--- config.mk ---
export PLATFORM = sky130hd
export DESIGN_NAME = nolt_ctrl
export DESIGN_NICKNAME = d
export VERILOG_FILES = /design/src/rtl/nolt_pkg.sv /design/src/rtl/nolt_ctrl.sv
export SDC_FILE = /design/constraint.sdc
export NUM_CORES = 1
export LEC_CHECK = 0
export BUFFER_PORTS_ARGS = -buffer_cell sky130_fd_sc_hd__buf_2
export CORE_MARGIN = 10
export CORE_UTILIZATION = 56
export CTS_BUF_LIST = sky130_fd_sc_hd__clkbuf_4 sky130_fd_sc_hd__clkbuf_8
export DETAILED_ROUTE_END_ITERATION = 7
export PLACE_DENSITY = 0.92
export RECOVER_POWER = 25
export SLEW_MARGIN = 10
export SYNTH_ARGS = -nofsm -noshare
export SYNTH_HDL_FRONTEND = slang
export SYNTH_SLANG_ARGS = --single-unit
--- constraint.sdc ---
create_clock -name i_clk -period 15.9 [get_ports i_clk]
set_input_delay 3.18 -clock i_clk [delete_from_list [all_inputs] [get_ports i_clk]]
set_output_delay 3.18 -clock i_clk [all_outputs]
set_load 0.02 [all_outputs]
--- src/rtl/nolt_pkg.sv ---
// Package of the named object LRU table: field widths, status codes,
// controller states and the command and token flag structs. No dependencies.
package nolt_pkg;

    localparam int SLOTS_DEF      = 16;
    localparam int NAME_BYTES_DEF = 8;

    localparam int STATUS_W = 3;
    localparam int TYPE_W   = 4;
    localparam int NAME_W   = 64;
    localparam int HANDLE_W = 32;
    localparam int SLOT_W   = 4;
    localparam int STAMP_W  = 64;

    localparam logic [STATUS_W-1:0] ST_REJECT = 3'd0;
    localparam logic [STATUS_W-1:0] ST_MISS   = 3'd1;
    localparam logic [STATUS_W-1:0] ST_HIT    = 3'd2;
    localparam logic [STATUS_W-1:0] ST_EXIST  = 3'd3;
    localparam logic [STATUS_W-1:0] ST_INSERT = 3'd4;

    localparam logic MODE_FIND     = 1'b0;
    localparam logic MODE_REGISTER = 1'b1;

    typedef enum logic [1:0] {
        S_IDLE,
        S_SEARCH,
        S_RESULT
    } t_state;

    // Write command broadcast to the cells.
    typedef struct packed {
        logic write;   // refresh the stamp of the addressed cell
        logic insert;  // also load key and handle and mark the cell valid
    } t_cmd;

    // Control part of the search token that walks the cell chain.
    typedef struct packed {
        logic valid;   // token present at this stage
        logic hit;     // a matching entry was seen
        logic empty;   // an empty entry was seen
    } t_tok_flags;

endpackage

--- src/rtl/nolt_ctrl.sv ---
// Controller of the named object LRU table: request intake, name check,
// use counter, decision at the end of the cell chain and result register.
// Depends on nolt_pkg.
module nolt_ctrl #(
    parameter int IDX_W      = 4,
    parameter int NAME_BYTES = 8
) (
    input  logic                          i_clk,
    input  logic                          i_rst_n,
    input  logic                          i_in_valid,
    output logic                          o_in_ready,
    input  logic                          i_mode,
    input  logic [nolt_pkg::TYPE_W-1:0]   i_obj_type,
    input  logic [nolt_pkg::NAME_W-1:0]   i_name_key,
    input  logic [nolt_pkg::HANDLE_W-1:0] i_handle,
    output logic                          o_out_valid,
    input  logic                          i_out_ready,
    output logic [nolt_pkg::STATUS_W-1:0] o_status,
    output logic [nolt_pkg::HANDLE_W-1:0] o_found_handle,
    output logic [nolt_pkg::HANDLE_W-1:0] o_evicted_handle,
    output logic [nolt_pkg::SLOT_W-1:0]   o_slot_index,
    output logic [nolt_pkg::TYPE_W-1:0]   o_q_type,
    output logic [nolt_pkg::NAME_W-1:0]   o_q_name,
    output logic [nolt_pkg::HANDLE_W-1:0] o_q_handle,
    output logic                          o_inject,
    output nolt_pkg::t_cmd                o_cmd,
    output logic [IDX_W-1:0]              o_cmd_idx,
    output logic [nolt_pkg::STAMP_W-1:0]  o_cmd_stamp,
    input  nolt_pkg::t_tok_flags          i_flags,
    input  logic [IDX_W-1:0]              i_hit_idx,
    input  logic [nolt_pkg::HANDLE_W-1:0] i_hit_handle,
    input  logic [IDX_W-1:0]              i_empty_idx,
    input  logic [IDX_W-1:0]              i_best_idx,
    input  logic [nolt_pkg::HANDLE_W-1:0] i_best_handle
);

    nolt_pkg::t_state              r_state, n_state;
    logic                          r_inject, n_inject;
    nolt_pkg::t_cmd                r_cmd, n_cmd;
    logic [IDX_W-1:0]              r_cmd_idx, n_cmd_idx;
    logic [nolt_pkg::STAMP_W-1:0]  r_counter, n_counter;
    logic                          r_out_valid, n_out_valid;

    logic                          r_mode;
    logic [nolt_pkg::TYPE_W-1:0]   r_q_type;
    logic [nolt_pkg::NAME_W-1:0]   r_q_name;
    logic [nolt_pkg::HANDLE_W-1:0] r_q_handle;

    logic [nolt_pkg::STATUS_W-1:0] r_res_status, n_res_status;
    logic [nolt_pkg::HANDLE_W-1:0] r_res_found, n_res_found;
    logic [nolt_pkg::HANDLE_W-1:0] r_res_evicted, n_res_evicted;
    logic [nolt_pkg::SLOT_W-1:0]   r_res_slot, n_res_slot;

    logic [nolt_pkg::STATUS_W-1:0] r_status;
    logic [nolt_pkg::HANDLE_W-1:0] r_found;
    logic [nolt_pkg::HANDLE_W-1:0] r_evicted;
    logic [nolt_pkg::SLOT_W-1:0]   r_slot;

    logic [nolt_pkg::NAME_W-1:0]   norm_name;
    logic                          name_empty;
    logic                          name_full;
    logic                          reject;
    logic                          accept;
    logic                          load_out;
    logic [nolt_pkg::STAMP_W-1:0]  next_stamp;
    logic [IDX_W-1:0]              dec_idx;

    // Name check: the name ends at the first zero byte; bytes from there on
    // and beyond the examined width are cleared.
    always_comb begin
        logic keep;
        keep      = 1'b1;
        norm_name = '0;
        name_full = 1'b1;
        for (int b = 0; b < NAME_BYTES; b++) begin
            if (i_name_key[8*b +: 8] == 8'd0) begin
                keep      = 1'b0;
                name_full = 1'b0;
            end
            if (keep) begin
                norm_name[8*b +: 8] = i_name_key[8*b +: 8];
            end
        end
    end

    assign name_empty = (i_name_key[7:0] == 8'd0);
    assign reject     = name_empty || name_full ||
                        ((i_mode == nolt_pkg::MODE_REGISTER) && (i_handle == '0));
    assign accept     = i_in_valid && o_in_ready;
    assign load_out   = (r_state == nolt_pkg::S_RESULT) && (!r_out_valid || i_out_ready);
    assign next_stamp = r_counter + nolt_pkg::STAMP_W'(1);

    always_comb begin
        n_state       = r_state;
        n_inject      = 1'b0;
        n_cmd         = '0;
        n_cmd_idx     = r_cmd_idx;
        n_counter     = r_counter;
        n_out_valid   = r_out_valid && !i_out_ready;
        n_res_status  = r_res_status;
        n_res_found   = r_res_found;
        n_res_evicted = r_res_evicted;
        n_res_slot    = r_res_slot;
        dec_idx       = i_hit_idx;
        unique case (r_state)
            nolt_pkg::S_IDLE: begin
                if (accept) begin
                    if (reject) begin
                        n_res_status  = nolt_pkg::ST_REJECT;
                        n_res_found   = '0;
                        n_res_evicted = '0;
                        n_res_slot    = '0;
                        n_state       = nolt_pkg::S_RESULT;
                    end else begin
                        n_inject = 1'b1;
                        n_state  = nolt_pkg::S_SEARCH;
                    end
                end
            end
            nolt_pkg::S_SEARCH: begin
                if (i_flags.valid) begin
                    n_res_found   = '0;
                    n_res_evicted = '0;
                    n_res_slot    = '0;
                    if (i_flags.hit) begin
                        dec_idx = i_hit_idx;
                    end else if (i_flags.empty) begin
                        dec_idx = i_empty_idx;
                    end else begin
                        dec_idx = i_best_idx;
                    end
                    if (r_mode == nolt_pkg::MODE_FIND && !i_flags.hit) begin
                        n_res_status = nolt_pkg::ST_MISS;
                    end else begin
                        n_cmd.write = 1'b1;
                        n_cmd_idx   = dec_idx;
                        n_counter   = next_stamp;
                        n_res_slot  = nolt_pkg::SLOT_W'(dec_idx);
                        if (r_mode == nolt_pkg::MODE_FIND) begin
                            n_res_status = nolt_pkg::ST_HIT;
                            n_res_found  = i_hit_handle;
                        end else if (i_flags.hit) begin
                            n_res_status = nolt_pkg::ST_EXIST;
                        end else begin
                            n_cmd.insert = 1'b1;
                            n_res_status = nolt_pkg::ST_INSERT;
                            if (!i_flags.empty) begin
                                n_res_evicted = i_best_handle;
                            end
                        end
                    end
                    n_state = nolt_pkg::S_RESULT;
                end
            end
            nolt_pkg::S_RESULT: begin
                if (load_out) begin
                    n_out_valid = 1'b1;
                    n_state     = nolt_pkg::S_IDLE;
                end
            end
            default: begin
                n_state = nolt_pkg::S_IDLE;
            end
        endcase
    end

    always_ff @(posedge i_clk) begin
        if (!i_rst_n) begin
            r_state     <= nolt_pkg::S_IDLE;
            r_inject    <= 1'b0;
            r_cmd       <= '0;
            r_counter   <= nolt_pkg::STAMP_W'(1);
            r_out_valid <= 1'b0;
        end else begin
            r_state     <= n_state;
            r_inject    <= n_inject;
            r_cmd       <= n_cmd;
            r_counter   <= n_counter;
            r_out_valid <= n_out_valid;
        end
    end

    always_ff @(posedge i_clk) begin
        r_cmd_idx     <= n_cmd_idx;
        r_res_status  <= n_res_status;
        r_res_found   <= n_res_found;
        r_res_evicted <= n_res_evicted;
        r_res_slot    <= n_res_slot;
        if (accept) begin
            r_mode     <= i_mode;
            r_q_type   <= i_obj_type;
            r_q_name   <= norm_name;
            r_q_handle <= i_handle;
        end
        if (load_out) begin
            r_status  <= r_res_status;
            r_found   <= r_res_found;
            r_evicted <= r_res_evicted;
            r_slot    <= r_res_slot;
        end
    end

    assign o_in_ready       = (r_state == nolt_pkg::S_IDLE);
    assign o_out_valid      = r_out_valid;
    assign o_status         = r_status;
    assign o_found_handle   = r_found;
    assign o_evicted_handle = r_evicted;
    assign o_slot_index     = r_slot;
    assign o_q_type         = r_q_type;
    assign o_q_name         = r_q_name;
    assign o_q_handle       = r_q_handle;
    assign o_inject         = r_inject;
    assign o_cmd            = r_cmd;
    assign o_cmd_idx        = r_cmd_idx;
    assign o_cmd_stamp      = r_counter;

endmodule

After elaboration in Yosys (flattened, before gate mapping):

Cells that the tools add are included.

* register bits: 317
* bits of input ports: 184
* output and inout port bits: 244
* logic and storage cells: 111

* add/subtract/negate cells: 1
* equality and inequality tests: 6
* mux-type cells: 45
* bitwise gates (word level): 5
* reductions and logical operators: 28

Operators with widths (count)
* $mux 32: 10
* $pmux 32 s2: 2
* $add 64x1->64 const B: 1
* $logic_not 8->1: 8
* $logic_not 32->1: 1
* $mux 4: 6
* $mux 3: 6
* $mux 1: 13
* $reduce_and 3->1: 4
* $mux 2: 5
* $pmux 4 s2: 1
* $pmux 2 s3: 1
* $pmux 3 s2: 1
* $logic_and 1x1->1: 5
* $not 1->1: 5
* $reduce_or 5->1: 1
* $ne 2x1->1 const B: 2
* $ne 2x2->1 const B: 2
* $reduce_and 4->1: 1
* $logic_not 1->1: 3
* $logic_or 1x1->1: 3
* $eq 2x1->1 const B: 1
* $eq 2x2->1 const B: 1
* $logic_not 2->1: 1
* $reduce_bool 2->1: 1

Longest topological paths before layout:

* depth after elaboration: 14
* depth in mapped cells: 11
* gate-level depth less buffers: 7

Worst setup path after synthesis:

OpenSTA, ideal clock, no wires.

* kind: input-to-reg
* from: input i_in_valid
* to: register r_res_evicted[0] (netlist bit), enable pin
* setup time: 524 ps
* arrival time: 11197 ps
* required time: 15376 ps
* path slack: 4180 ps
* stages on the path: 4
* path buffers: 0
* cell sequence: nand2b_1 > nor2_1 > a21oi_1 > a21oi_1

* cells in the longest elaborated chain, start to end: 3

RTL lines
* start, declared: line nolt_ctrl.sv:10 `input logic i_in_valid,`
* $logic_and 1x1->1: line nolt_ctrl.sv:89 `assign accept = i_in_valid && o_in_ready;`
* net accept: line nolt_ctrl.sv:63 `logic accept;`
* $ne 2x1->1 (no source line)
* $reduce_and 4->1 (no source line)
* end signal, assigned: line nolt_ctrl.sv:187 `r_res_evicted <= n_res_evicted;`
* end, declared: line nolt_ctrl.sv:51 `logic [nolt_pkg::HANDLE_W-1:0] r_res_evicted, n_res_evicted;`

The timed path passes the listed nets, and every way through them passes these cells.
A chain may end at the register's enable or synchronous reset.

Worst setup path after layout:

* from: input i_in_valid
* to: register r_res_found[6] (netlist bit), enable pin

* cells in the longest elaborated chain, start to end: 3

RTL lines
* $logic_and 1x1->1: line nolt_ctrl.sv:89
* net accept: line nolt_ctrl.sv:63
* $ne 2x1->1 (no source line)
* $reduce_and 4->1 (no source line)
* end signal, assigned: line nolt_ctrl.sv:186 `r_res_found <= n_res_found;`
* end, declared: line nolt_ctrl.sv:50 `logic [nolt_pkg::HANDLE_W-1:0] r_res_found, n_res_found;`

The timed path passes the listed nets, and every way through them passes these cells.

==> impl_metrics.ini <==
[logic_synthesis]
synth_cells = 872
synth_seq_cells = 317
syn_area_mm2 = 0.0121
syn_avg_cell_area_um2 = 13.9
synth-edff-count = 247
yosys.area_share.xor_xnor = 0.0224
yosysSeqAreaShare = 0.727
synth.distinct_cells = 45
ys_async_sr_fraction = 0
synth-simple-area-share = 0.189
synth_mux_area_frac = 0.00413
ys.flop_type = edfxtp_1
synthesis.nets = 1059
synth_top_family_by_area = simple AND/OR/NAND/NOR gates
ys.warnings.count = 0
synth_fa_ha_area_frac = 0.00310
synth_compound_area_frac = 0.0374

[floorplanning]
die_area_mm2 = 0.0279
rows = 53
ioPinCount = 428
coreArea_mm2 = 0.0212
die-width_um = 167
initial_core_util = 0.573
dieHeight_um = 167

[sta]
report.final.slew_viol_count = 175
fin_crit_ps = 6680
max_slew_margin = -1.54
min_period_over_period = 0.420
worst_pin_slew_ps = 3810
hold_slack_ps = 413
rsz0062_at_grt = false
hold_viol = 0
finalSetupTns_ps = 0
setup_viol = 0
skew_ps = 29.3
max_freq_mhz = 150

[worst_setup_path]
worst-endpoint-arrival_ps = 6850
crit_fanout = 71
worstSetupStartpointType = input port
critPathCaptureType = register
path_class = in2reg
cp.required_ps = 16070

[placement]
dp.cells = 1543
hpwl_um = 28800
io_buffers = 427
globalplace.congestion = 0.986

[pwr]
p_per_area_mw_per_mm2 = 113
peakVddDrop_uv = 67.9
p_leak_nw = 6.13

[clock_network]
clock_latency_ps = 570
cts_buffers = 48
cts_tree = yes
cts_sinks = 317
cts.clk_slew.worst_paths_ps = 70
cts_hold_repair.buffers = 0
clockBufferDepth = 3
root_buffer = clkbuf_8
htreeDepth = 2
post-cts-setup-buffers = 0
cts_resized = 0

[routing]
drc = 0
finalWirelength_um = 38000
postRouteAntennaNets = 0
vias = 9125
dr.pass1.iters = 8
via_per_inst = 5.58
routedWlPerCell_um = 23.3
drt-initial-drc-count = 830

[final_layout]
drive_gt1_frac = 0.363
fillers = 1394
instances_no_fill = 1634
layout.nets = 1505
area_delta_synth_final_pct = 27.3

[global_route]
grt_max_degree = 72
grt_use_total = 0.259
gr-total-overflow = 0
grt_pass1_vias = 9047
grt_pass1_wl_um = 56100
antenna_found_initial = 3

[flow_run]
max_cap_violations = 3

[status]
status = finished with violations
violations = max-capacitance violations, max-slew violations

[hold_path]
hold_class = reg2reg
stage by stage:
| step | total power [mW] | area [um^2] | utilization | worst slack (ps) |
|---|---|---|---|---|
| 6_report | 1.75 | 15400 | 0.730 | 9220 |
| 3_3_place_gp | 1.10 | 14500 | 0.686 | 9920 |
| 2_1_floorplan | 1.03 | 12100 | - | 4180 |
| 3_5_place_dp | 1.10 | 14500 | 0.686 | 9750 |
| 5_1_grt | 1.81 | 15400 | 0.730 | 8810 |
| 4_1_cts | 1.76 | 15500 | 0.732 | 10330 |
power breakdown:
part | leakage [nW] | internal [mW] | switching (mW)
combinational | 2.67 | 0.0398 | 0.0912
clock | 0.514 | 0.362 | 0.307
sequential | 2.94 | 0.941 | 0.0107
total | 6.13 | 1.34 | 0.408
worst max-delay path: stages:
cell      delay [ps]
buf_2             80
nand2b_1          70
nor2_1          2270
a21oi_1          230
a21oi_4          240
buf_4            700
cell usage after synthesis (4+ instances only):
cell	count	area share
xor2_1	18	0.013
or4_1	12	0.0074
nor2b_1	6	0.0031
nor4_1	33	0.017
dfxtp_1	70	0.12
o31ai_1	13	0.0081
nand4b_1	4	0.0029
or2_2	4	0.0021
nand3_1	23	0.0095
or3_1	14	0.0072
a21oi_1	34	0.014
mux2i_1	5	0.0041
xnor2_1	13	0.0094
nand2b_1	6	0.0031
nor3_1	9	0.0037
nand4_1	27	0.014
and2_1	120	0.062
o41ai_1	5	0.0036
edfxtp_1	247	0.61
o21ai_0	16	0.0066
nor2_1	47	0.015
inv_1	11	0.0034
and3_1	18	0.0093
and4_1	7	0.0051
clkbuf_1	31	0.0096
nand2_1	49	0.015
cell families (layout without fill, tap and decap cells):
logic type | after synthesis | after routing
simple gates | 393 | 393
other cells | 0 | 2
buf+inv | 48 | 533
xor+xnor | 31 | 31
compound gates | 75 | 75
flops | 317 | 317
mux | 5 | 5
fa+ha+maj | 3 | 3
metal layers:
layer	vias to the layer above	wire, um	track usage
met1	4357	14000	0.309
met3	76	3560	0.0709
met5	-	13	0
met4	2	1140	0.0817
met2	543	19300	0.445
li1	4147	-	-
worst paths after layout:
check                              to  slack (ps)             start  cells past startpoint
setup / recovery       r_res_found[6]        9220        i_in_valid                      6
hold / removal    o_evicted_handle[6]         410  r_res_evicted[6]                      0
setup reg to reg       r_res_found[6]       11450        r_state[0]                      5
hold reg to reg   o_evicted_handle[6]         410  r_res_evicted[6]                      0
cell usage in the layout (no fill, tap or decap), types with 4 or more instances in the layout:
master	synthesis	final
o21ai_0	16	16
or2_2	4	4
or3_1	14	14
nand4b_1	4	4
nor2_1	47	46
xor2_1	18	18
edfxtp_1	247	247
inv_1	11	12
clkinv_1	0	10
and2_0	0	7
o31ai_1	13	13
nand3_1	23	23
or4_1	12	12
nor2b_1	6	6
clkbuf_1	31	33
nand2b_1	6	6
buf_2	3	395
a21oi_1	34	33
and4_1	7	7
and2_1	120	113
nor3_1	9	9
clkbuf_8	0	50
xnor2_1	13	13
nor4_1	33	33
dfxtp_1	70	70
mux2i_1	5	5
buf_4	0	4
nand4_1	27	27
and3_1	18	18
o41ai_1	5	5
nand2_1	49	49
clkbuf_4	0	22
flip-flops by register name, indices dropped and copies added (netlist names):
name	flops
o_status	3
o_cmd_idx	4
r_res_evicted	32
r_res_found	32
r_mode	1
o_inject	1
o_out_valid	1
r_state	2
o_cmd_stamp	64
o_q_handle	32
o_q_name	64
o_cmd	2
r_res_status	3
o_evicted_handle	32
o_found_handle	32
r_res_slot	4
o_q_type	4
o_slot_index	4
cell type report:
class | count | area [um^2] | share of cell area
timing repair buffer | 432 | 2130 | 0.138
tap | 275 | 344 | 0.0223
clock inverter | 17 | 115 | 0.00746
clock buffer | 72 | 853 | 0.0553
inverter | 12 | 45.0 | 0.00292
sequential | 317 | 8820 | 0.571
multi-input combinational | 507 | 3120 | 0.202
antenna | 2 | 5.00 | 0.000324
Power figures use the tool's default switching activity.
