$ cat src/rtl/nolt_pkg.sv
// Package of the named object LRU table: field widths, status codes,
// controller states and the command and token flag structs. No dependencies.
package nolt_pkg;

    localparam int SLOTS_DEF      = 16;
    localparam int NAME_BYTES_DEF = 8;

    localparam int STATUS_W = 3;
    localparam int TYPE_W   = 4;
    localparam int NAME_W   = 64;
    localparam int HANDLE_W = 32;
    localparam int SLOT_W   = 4;
    localparam int STAMP_W  = 64;

    localparam logic [STATUS_W-1:0] ST_REJECT = 3'd0;
    localparam logic [STATUS_W-1:0] ST_MISS   = 3'd1;
    localparam logic [STATUS_W-1:0] ST_HIT    = 3'd2;
    localparam logic [STATUS_W-1:0] ST_EXIST  = 3'd3;
    localparam logic [STATUS_W-1:0] ST_INSERT = 3'd4;

    localparam logic MODE_FIND     = 1'b0;
    localparam logic MODE_REGISTER = 1'b1;

    typedef enum logic [1:0] {
        S_IDLE,
        S_SEARCH,
        S_RESULT
    } t_state;

    // Write command broadcast to the cells.
    typedef struct packed {
        logic write;   // refresh the stamp of the addressed cell
        logic insert;  // also load key and handle and mark the cell valid
    } t_cmd;

    // Control part of the search token that walks the cell chain.
    typedef struct packed {
        logic valid;   // token present at this stage
        logic hit;     // a matching entry was seen
        logic empty;   // an empty entry was seen
    } t_tok_flags;

endpackage

$ cat src/rtl/nolt_cell.sv
// One table entry of the named object LRU table plus one stage of the
// search token chain. Depends on nolt_pkg.
module nolt_cell #(
    parameter int IDX_W   = 4,
    parameter int SLOT_ID = 0
) (
    input  logic                          i_clk,
    input  logic                          i_rst_n,
    input  logic [nolt_pkg::TYPE_W-1:0]   i_q_type,
    input  logic [nolt_pkg::NAME_W-1:0]   i_q_name,
    input  logic [nolt_pkg::HANDLE_W-1:0] i_q_handle,
    input  nolt_pkg::t_cmd                i_cmd,
    input  logic [IDX_W-1:0]              i_cmd_idx,
    input  logic [nolt_pkg::STAMP_W-1:0]  i_cmd_stamp,
    input  nolt_pkg::t_tok_flags          i_flags,
    input  logic [IDX_W-1:0]              i_hit_idx,
    input  logic [nolt_pkg::HANDLE_W-1:0] i_hit_handle,
    input  logic [IDX_W-1:0]              i_empty_idx,
    input  logic [nolt_pkg::STAMP_W-1:0]  i_best_stamp,
    input  logic [IDX_W-1:0]              i_best_idx,
    input  logic [nolt_pkg::HANDLE_W-1:0] i_best_handle,
    output nolt_pkg::t_tok_flags          o_flags,
    output logic [IDX_W-1:0]              o_hit_idx,
    output logic [nolt_pkg::HANDLE_W-1:0] o_hit_handle,
    output logic [IDX_W-1:0]              o_empty_idx,
    output logic [nolt_pkg::STAMP_W-1:0]  o_best_stamp,
    output logic [IDX_W-1:0]              o_best_idx,
    output logic [nolt_pkg::HANDLE_W-1:0] o_best_handle
);

    localparam logic [IDX_W-1:0] MY_IDX   = IDX_W'(SLOT_ID);
    localparam logic             IS_FIRST = (SLOT_ID == 0);

    // Entry contents.
    logic                          r_valid;
    logic [nolt_pkg::TYPE_W-1:0]   r_type;
    logic [nolt_pkg::NAME_W-1:0]   r_name;
    logic [nolt_pkg::HANDLE_W-1:0] r_handle;
    logic [nolt_pkg::STAMP_W-1:0]  r_stamp;

    // Token stage.
    nolt_pkg::t_tok_flags          r_flags, n_flags;
    logic [IDX_W-1:0]              r_hit_idx, n_hit_idx;
    logic [nolt_pkg::HANDLE_W-1:0] r_hit_handle, n_hit_handle;
    logic [IDX_W-1:0]              r_empty_idx, n_empty_idx;
    logic [nolt_pkg::STAMP_W-1:0]  r_best_stamp, n_best_stamp;
    logic [IDX_W-1:0]              r_best_idx, n_best_idx;
    logic [nolt_pkg::HANDLE_W-1:0] r_best_handle, n_best_handle;

    logic match;
    logic sel;

    assign match = r_valid && (r_type == i_q_type) && (r_name == i_q_name);
    assign sel   = i_cmd.write && (i_cmd_idx == MY_IDX);

    always_comb begin
        n_flags       = i_flags;
        n_hit_idx     = i_hit_idx;
        n_hit_handle  = i_hit_handle;
        n_empty_idx   = i_empty_idx;
        n_best_stamp  = i_best_stamp;
        n_best_idx    = i_best_idx;
        n_best_handle = i_best_handle;
        if (!i_flags.hit && match) begin
            n_flags.hit  = 1'b1;
            n_hit_idx    = MY_IDX;
            n_hit_handle = r_handle;
        end
        if (!i_flags.empty && !r_valid) begin
            n_flags.empty = 1'b1;
            n_empty_idx   = MY_IDX;
        end
        // A valid first cell always seeds the oldest-entry search with itself.
        if (r_valid && (IS_FIRST || (r_stamp < i_best_stamp))) begin
            n_best_stamp  = r_stamp;
            n_best_idx    = MY_IDX;
            n_best_handle = r_handle;
        end
    end

    always_ff @(posedge i_clk) begin
        if (!i_rst_n) begin
            r_valid <= 1'b0;
            r_flags <= '0;
        end else begin
            r_flags <= n_flags;
            if (sel && i_cmd.insert) begin
                r_valid <= 1'b1;
            end
        end
    end

    always_ff @(posedge i_clk) begin
        r_hit_idx     <= n_hit_idx;
        r_hit_handle  <= n_hit_handle;
        r_empty_idx   <= n_empty_idx;
        r_best_stamp  <= n_best_stamp;
        r_best_idx    <= n_best_idx;
        r_best_handle <= n_best_handle;
        if (sel) begin
            r_stamp <= i_cmd_stamp;
            if (i_cmd.insert) begin
                r_type   <= i_q_type;
                r_name   <= i_q_name;
                r_handle <= i_q_handle;
            end
        end
    end

    assign o_flags       = r_flags;
    assign o_hit_idx     = r_hit_idx;
    assign o_hit_handle  = r_hit_handle;
    assign o_empty_idx   = r_empty_idx;
    assign o_best_stamp  = r_best_stamp;
    assign o_best_idx    = r_best_idx;
    assign o_best_handle = r_best_handle;

endmodule

$ cat config.mk
export PLATFORM = sky130hd
export DESIGN_NAME = nolt_cell
export DESIGN_NICKNAME = d
export VERILOG_FILES = /design/src/rtl/nolt_pkg.sv /design/src/rtl/nolt_cell.sv
export SDC_FILE = /design/constraint.sdc
export NUM_CORES = 1
export LEC_CHECK = 0
export ABC_AREA = 1
export ABC_CLOCK_PERIOD_IN_PS = 10460
export BUFFER_PORTS_ARGS = -buffer_cell sky130_fd_sc_hd__buf_2
export CORE_AREA = 5 5 177 179
export CTS_BUF_LIST = sky130_fd_sc_hd__clkbuf_4
export DETAILED_ROUTE_END_ITERATION = 7
export DIE_AREA = 0 0 182 184
export PLACE_DENSITY = 0.64
export SLEW_MARGIN = 40
export SYNTH_ARGS = -nofsm -noshare
export SYNTH_HDL_FRONTEND = slang
export SYNTH_SLANG_ARGS = --single-unit
$ cat constraint.sdc
create_clock -name i_clk -period 10.46 [get_ports i_clk]
set_clock_uncertainty 0.2 [all_clocks]
set_input_delay 1.569 -clock i_clk [delete_from_list [all_inputs] [get_ports i_clk]]
set_output_delay 1.569 -clock i_clk [all_outputs]
set_load 0.02 [all_outputs]
After elaboration in Yosys (flattened, before gate mapping):

Index checks and enable logic that the tools add are counted.

* output and inout port bits: 143
* word-level logic and storage cells: 32
* register bits after elaboration: 308

* reductions and logical operators: 11
* mux-type cells: 5
* eq/ne operators: 2

Operators with widths (number)
* 64-bit == test: 1
* 32-bit two-way mux: 2
* 64-bit two-way mux: 1
* 1-bit logical AND: 6
* 4-bit == test: 1
* 4-bit zero test: 1
* 1-bit zero test: 3
* 1-bit two-way mux: 2
* 2-bit AND reduction: 1

Logic depth before layout (Yosys ltp):

Gate-level depths: netlist (run 1).

* depth in word-level cells: 5
* depth in mapped cells: 13
* gate-level depth less buffers: 12

Worst setup path before layout (run 1):

OpenSTA, ideal clock, no wires.

* kind: input to register
* from: input port i_cmd_idx[3]
* to: register r_handle[0] in the netlist's numbering, enable pin
* stages on the path: 5
* required time: 9.808 ns
* library setup time: 0.452 ns
* arrival time: 8.553 ns
* slack: 1.254 ns
* cell sequence: nor2_1 nand2_1 nor3_1 nand2_1 inv_1

* word-level cells in the longest chain between the ends: 3

RTL lines
* from (decl): line nolt_cell.sv:13 `input logic [IDX_W-1:0] i_cmd_idx,`
* 4-bit zero test: line nolt_cell.sv:54 `assign sel = i_cmd.write && (i_cmd_idx == MY_IDX);`
* 1-bit logical AND: line nolt_cell.sv:54
* net sel: line nolt_cell.sv:51 `logic sel;`
* 2-bit AND reduction (no source line)
* to (signal assigned): line nolt_cell.sv:105 `r_handle <= i_q_handle;`
* to (decl): line nolt_cell.sv:38 `logic [nolt_pkg::HANDLE_W-1:0] r_handle;`

The timed path passes the listed nets, and every way through them passes these cells.
A chain may end at the register's enable or synchronous reset.

Worst setup path after layout (run 1):

* from: input port i_cmd_idx[3]
* to: register r_name[29] in the netlist's numbering, enable pin

* word-level cells in the longest chain between the ends: 3

RTL lines
* 4-bit zero test: line nolt_cell.sv:54
* 1-bit logical AND: line nolt_cell.sv:54
* net sel: line nolt_cell.sv:51
* 2-bit AND reduction (no source line)
* to (signal assigned): line nolt_cell.sv:104 `r_name <= i_q_name;`
* to (decl): line nolt_cell.sv:37 `logic [nolt_pkg::NAME_W-1:0] r_name;`

The timed path passes the listed nets, and every way through them passes these cells.

==> results.json, run 1 <==
{
  "initial_core_util_pct": 38.7,
  "syn_avg_cell_area_um2": 9.45,
  "syn_inst": 1203,
  "port-buffer-count": 457,
  "yosysMostFrequentCell": "nand2_1",
  "synth_area_leaders": "edfxtp_1 (43%), dfxtp_1 (25%), nand2_1 (19%)",
  "setup_violations": 0,
  "drc": 0,
  "ys_ff_latch": 308,
  "grt_pass1_wl_um": 55100,
  "rsz0062_at_grt": "no",
  "row_count": 63,
  "outcome": "completed",
  "finalCritPeriodShare_pct": 35.4,
  "grt_overflow": 0,
  "cp_slowest_stage_delay_ns": 0.59,
  "grtUsageTotal_pct": 21.3,
  "period_needed_ns": 3.71,
  "min_path_type": "flip-flop to flip-flop",
  "ys_seq_area_share_pct": 68.7,
  "holdWs_ns": 0.200,
  "synthAdderAreaFrac_pct": 0,
  "gp_congestion": 0.951,
  "die_h_um": 184,
  "async_flop_share_pct": 0,
  "power_frac_seq_pct": 50.4,
  "grt_max_degree": 76,
  "finalMaxSlewViolations": 0,
  "ys_types": 26,
  "drtIter0Drc": 626,
  "postCtsSetupBuffers": 0,
  "die_w_um": 182,
  "fin_area_um2": 15200,
  "p_switching_w": 0.000647,
  "ioPinCount": 458,
  "crit_path_end": "r_name[29]",
  "synth_compound_area_share_pct": 0.220,
  "synthSimpleGateAreaFrac_pct": 24.7,
  "combPwrFrac_pct": 8.5,
  "synth_edf_count": 164,
  "synth_top_family_by_area": "simple AND/OR/NAND/NOR gates",
  "hold_viol": 0,
  "cts_max_level": 3,
  "synth_nets": 1518,
  "netlist.area_leader.share_pct": 43.3,
  "synth_xor_area_share_pct": 1.08,
  "post-route-util_pct": 51.8,
  "clk_pin_slew_ns": 0.06,
  "clock_sinks": 308,
  "synthTopCellsByCount": "nand2_1 (572), edfxtp_1 (164), dfxtp_1 (144)",
  "via_count": 9715,
  "grt_pass1_vias": 9771,
  "cts.repair.resized": 0,
  "reg2reg_to": "o_hit_handle[23]",
  "rr_worst_depth": 11,
  "nFillCells": 2804,
  "die_area_um2": 33500,
  "p_clk_share_pct": 41.1,
  "crit_chain": "buf_2 -> nor2_1 -> nand2_1 -> nor3_2 -> buf_6 -> nand2_1 -> inv_4 -> buf_6",
  "cp-end-kind": "flip-flop",
  "power_density_nw_per_um2": 174,
  "clkLatencyLatePin_ns": 0.68,
  "timing.critical_path.fanout_max": 75,
  "slew_headroom_pct": 48.7,
  "critical_path_class": "primary input to flip-flop",
  "cp.arrival_ns": 3.77,
  "muxShareOfSynthArea_pct": 0,
  "finalNetCount": 2036,
  "cellLeakagePower_nw": 7.76,
  "cts_buffer_depth": 3,
  "cts_buffers": 82,
  "dpl-instance-area_um2": 14100,
  "cap_violations": 0,
  "area_growth_pct": 33.8,
  "drt_first_pass_iters": 6,
  "startpoint": "i_cmd_idx[3]",
  "worstPathRequired_ns": 10.52,
  "cpMaxStageDelayCell": "buf_6",
  "postCtsHoldBufs": 0,
  "drive_above_1_share_pct": 34.1,
  "yosysWarnings": 0,
  "worstMarginPinSlew_ns": 0.770,
  "core_um2": 29400,
  "antenna_found_initial": 11,
  "synth_area_leader_cell": "edfxtp_1",
  "ys.flop_type": "edfxtp_1",
  "p_int_w": 0.00199,
  "reg2reg_setup_slack_ns": 8.02,
  "drt_wl_total_um": 37700,
  "crit_cells": 8,
  "dp_hpwl_um": 29100,
  "ant_nets": 0,
  "avgRoutedWirePerCell_um": 17.2,
  "setup_tns_ns": 0,
  "p_sw_share_pct": 24.5,
  "p_total_w": 0.00264,
  "ir_drop_mv": 0.0974,
  "synth_area_um2": 11400,
  "root_buffer": "clkbuf_4",
  "crit_buf_inv": 4,
  "crit_family": "buffers and inverters",
  "fmax_ghz": 0.270,
  "cts_tree": "yes",
  "reg2reg_from": "r_valid",
  "critPathLaunchType": "primary input",
  "vias_per_cell": 4.45
}
## stage by stage
stage,worst slack [ns],std cells
after floorplan,1.25,1203
after global placement,5.72,2026
after detailed placement,5.94,2026
after CTS,6.65,2178
after global routing,6.68,2184
final,6.75,2185
## worst min path at each step
stage	start	end	slack, ns	cells after the start
after floorplan	r_stamp[0]	o_best_stamp[0]	0.22	2
after global placement	r_stamp[18]	o_best_stamp[18]	0.22	2
after detailed placement	r_stamp[26]	o_best_stamp[26]	0.23	2
after CTS	r_stamp[56]	o_best_stamp[56]	0.19	2
after global routing	r_stamp[56]	o_best_stamp[56]	0.25	2
final	r_stamp[52]	o_best_stamp[52]	0.20	2
## sequential cells by signal (all words and copies together), names as in the netlist
register	flops
r_name	64
o_best_handle	32
o_flags	3
o_best_stamp	64
o_best_idx	4
r_handle	32
o_hit_idx	4
r_type	4
r_valid	1
r_stamp	64
o_hit_handle	32
o_empty_idx	4
## cells by family (layout without fill, tap and decap cells)
kind of cell / after synthesis / count (layout)
compound gates: 5 / 5
xor+xnor: 14 / 14
buf+inv: 155 / 741
flops: 308 / 308
other cells: 0 / 6
simple gates: 721 / 721
## area by class of cell
class                           count  area (um2)  area share, %
Antenna cell                        6        15.0         0.0987
Tap cell                          390         488           3.21
Timing Repair Buffer              464        2360           15.5
Inverter                          125         472           3.10
Clock inverter                     23         138          0.905
Sequential cell                   308        7810           51.3
Clock buffer                      129         968           6.36
Multi-Input combinational cell    740        2960           19.4
## worst min-delay path, stage by stage (launching register included)
cell	delay [ns]
edfxtp_1	0.32
nand2_1	0.05
nand2_1	0.05
## layout by cell type (no fill, tap or decap), drive strengths merged, types with 8 or more instances in the layout
master  count
edfxtp    164
nor2       93
buf       463
clkbuf    130
inv       125
clkinv     21
dfxtp     144
xnor2      11
nand2     572
nand3      37
nand4       8
## routing by layer
| metal | track usage (%) | routed length (um) | vias up |
|---|---|---|---|
| met5 | 0 | 55 | - |
| met4 | 7.63 | 893 | 8 |
| met3 | 6.23 | 3370 | 67 |
| met2 | 35.6 | 18500 | 431 |
| met1 | 26.5 | 14800 | 4371 |
| li1 | - | - | 4838 |
## power groups by stage
| stage | combinational, W | sequential, W | clock, W |
|---|---|---|---|
| after floorplan | 0.0000578 | 0.00140 | 0 |
| after global placement | 0.000223 | 0.00135 | 0 |
| after detailed placement | 0.000226 | 0.00136 | 0 |
| after CTS | 0.000227 | 0.00133 | 0.00112 |
| after global routing | 0.000247 | 0.00133 | 0.00120 |
| final | 0.000225 | 0.00133 | 0.00109 |
No activity file was read; power rests on OpenSTA's default activity.
==> run 2, diff against run 1 <==
- ABC_CLOCK_PERIOD_IN_PS: 10460 -> 3800
- clock period: 10.46 -> 3.8 ns (I/O delays scaled with it)
==> run 2 against run 1 <==
Compared with the run above: wire length rose by 17%; final area grew 21%; hold slack worse by 0.13 ns; global-route usage is 3.7 points higher; utilization up 11 points; count of clock-buffer cells in the layout decreased by 5; total power grew to 2.9 times the previous value; clock power increased to 2.7 times the previous value; highest routed layer unchanged.
==> results.json, run 2 (synthesized netlist as in run 1, its figures left out) <==
{
  "outcome": "completed",
  "ir_drop_mv": 0.294,
  "cp_slowest_stage_delay_ns": 0.56,
  "grt_max_degree": 80,
  "cts_buffers": 81,
  "antenna_found_initial": 3,
  "rsz0062_at_grt": "no",
  "crit_buf_inv": 3,
  "die_h_um": 184,
  "die_w_um": 182,
  "cellLeakagePower_nw": 9.06,
  "dp_hpwl_um": 28300,
  "clkLatencyLatePin_ns": 0.73,
  "initial_core_util_pct": 38.7,
  "ioPinCount": 458,
  "root_buffer": "clkbuf_4",
  "p_switching_w": 0.00196,
  "avgRoutedWirePerCell_um": 17.6,
  "period_needed_ns": 2.87,
  "grt_pass1_wl_um": 65700,
  "drt_first_pass_iters": 7,
  "p_total_w": 0.00756,
  "p_sw_share_pct": 26.0,
  "area_growth_pct": 61.5,
  "worstPathRequired_ns": 4.13,
  "power_frac_seq_pct": 48.4,
  "critical_path_class": "primary input to flip-flop",
  "drive_above_1_share_pct": 29.0,
  "final_common_cell": "nand2_1",
  "port-buffer-count": 457,
  "vias_per_cell": 4.61,
  "drt_wl_total_um": 44000,
  "cts_tree": "yes",
  "core_um2": 29400,
  "ant_nets": 0,
  "finalCritPeriodShare_pct": 75.4,
  "rr_worst_depth": 11,
  "slew_headroom_pct": 46.4,
  "clock_sinks": 308,
  "crit_chain": "dlygate4sd3_1 -> buf_2 -> nand2_1 -> nand2_1 -> nor2_1 -> nand2_1 -> nor2_1 -> nand2_1 -> nor2_1 -> nand3_1 -> nor2_1 -> nor2_1 -> dlygate4sd3_1",
  "post-route-util_pct": 62.4,
  "combPwrFrac_pct": 12.2,
  "dpl-instance-area_um2": 14100,
  "final_cell_mix": "nand2_1 (571), buf_2 (457), dlygate4sd3_1 (316)",
  "place_inst": 2028,
  "min_path_type": "primary input to flip-flop",
  "gp_congestion": 0.914,
  "finalMaxSlewViolations": 0,
  "setup_violations": 0,
  "drc": 0,
  "worstMarginPinSlew_ns": 0.803,
  "crit_family": "simple AND/OR/NAND/NOR gates",
  "clk_pin_slew_ns": 0.06,
  "p_int_w": 0.00560,
  "via_count": 11512,
  "drtIter0Drc": 787,
  "grtUsageTotal_pct": 25.0,
  "grt_pass1_vias": 12139,
  "worstHoldPathCells": 3,
  "cap_violations": 0,
  "die_area_um2": 33500,
  "crit_cells": 13,
  "cts_buffer_depth": 3,
  "critPathLaunchType": "primary input",
  "fmax_ghz": 0.349,
  "cts_max_level": 3,
  "timing.critical_path.fanout_max": 4,
  "p_clk_share_pct": 39.4,
  "hold_viol": 0,
  "grt_overflow": 0,
  "finalNetCount": 2352,
  "fin_area_um2": 18400,
  "fin_cells": 2496,
  "cpMaxStageDelayCell": "dlygate4sd3_1",
  "power_density_nw_per_um2": 412,
  "cp-end-kind": "flip-flop",
  "cp_common_cell": "nor2_1",
  "cp.arrival_ns": 3.20,
  "row_count": 63
}
-- run 2: cell count changes in the layout (fill, tap and decap cells not counted), sizes merged --
cell         delta
dlygate4sd3   +316
clkbuf          -6
clkinv          +4
diode           -3
buf             +2
bufinv          -1
inv             -1
-- run 2: metal layers --
layer  GRT usage [%]  vias up  routed length [um]
met2            43.0      636               21800
met5               0        -                  13
met1            28.1     5262               15900
met4            13.7        2                2270
met3            7.12      155                3950
li1                -     5457                   -
-- run 2: power by group through the flow --
stage,clock (W),combinational (W),sequential [W]
after floorplan,0,0.000160,0.00384
after global placement,0,0.000615,0.00373
after detailed placement,0,0.000624,0.00373
after CTS,0.00300,0.000895,0.00366
after global routing,0.00323,0.000990,0.00367
final,0.00298,0.000923,0.00366
-- run 2: stage by stage --
| step | TNS (ns) | setup WS [ns] | hold slack, ns |
|---|---|---|---|
| finish | 0 | 0.934 | 0.0691 |
| global route | 0 | 0.750 | 0.0139 |
| CTS | 0 | 1.05 | 0.0122 |
| detailed placement | 0 | 1.10 | 0.227 |
| global placement | 0 | 1.10 | 0.222 |
| floorplan | -52.92 | -0.529 | 0.219 |
-- run 2: worst paths after layout --
kind                             startpoint                to  slack (ns)
worst min register to register  r_stamp[16]  o_best_stamp[16]        0.18
worst max-delay path            i_q_name[2]      o_hit_idx[1]        0.93
worst min-delay path               i_cmd[0]           r_valid        0.07
worst max register to register    r_name[4]      o_hit_idx[1]        1.05
-- run 2: repair_timing --
action	in CTS	in global routing
hold buffers	316	0
resized for setup	0	0
endpoints found under the setup margin	0	0
hold endpoints to repair	308	0
buffers inserted	0	0
-- run 2: layout make-up --
type	count	area [um2]
inverters	125	473
multi-input cells	740	2980
diodes	3	7.51
well taps	390	488
clock buffers	124	931
fillers	2254	11000
clock inverters	25	145
repair buffers	781	5530
flip-flops and latches	308	7810
-- run 2: worst reg2reg max path: cells and delay by family, from the launching register on --
| family | cells | cell delay, ns |
|---|---|---|
| flops | 1 | 0.42 |
| simple gates | 10 | 1.42 |
| buf+inv | 1 | 0.57 |
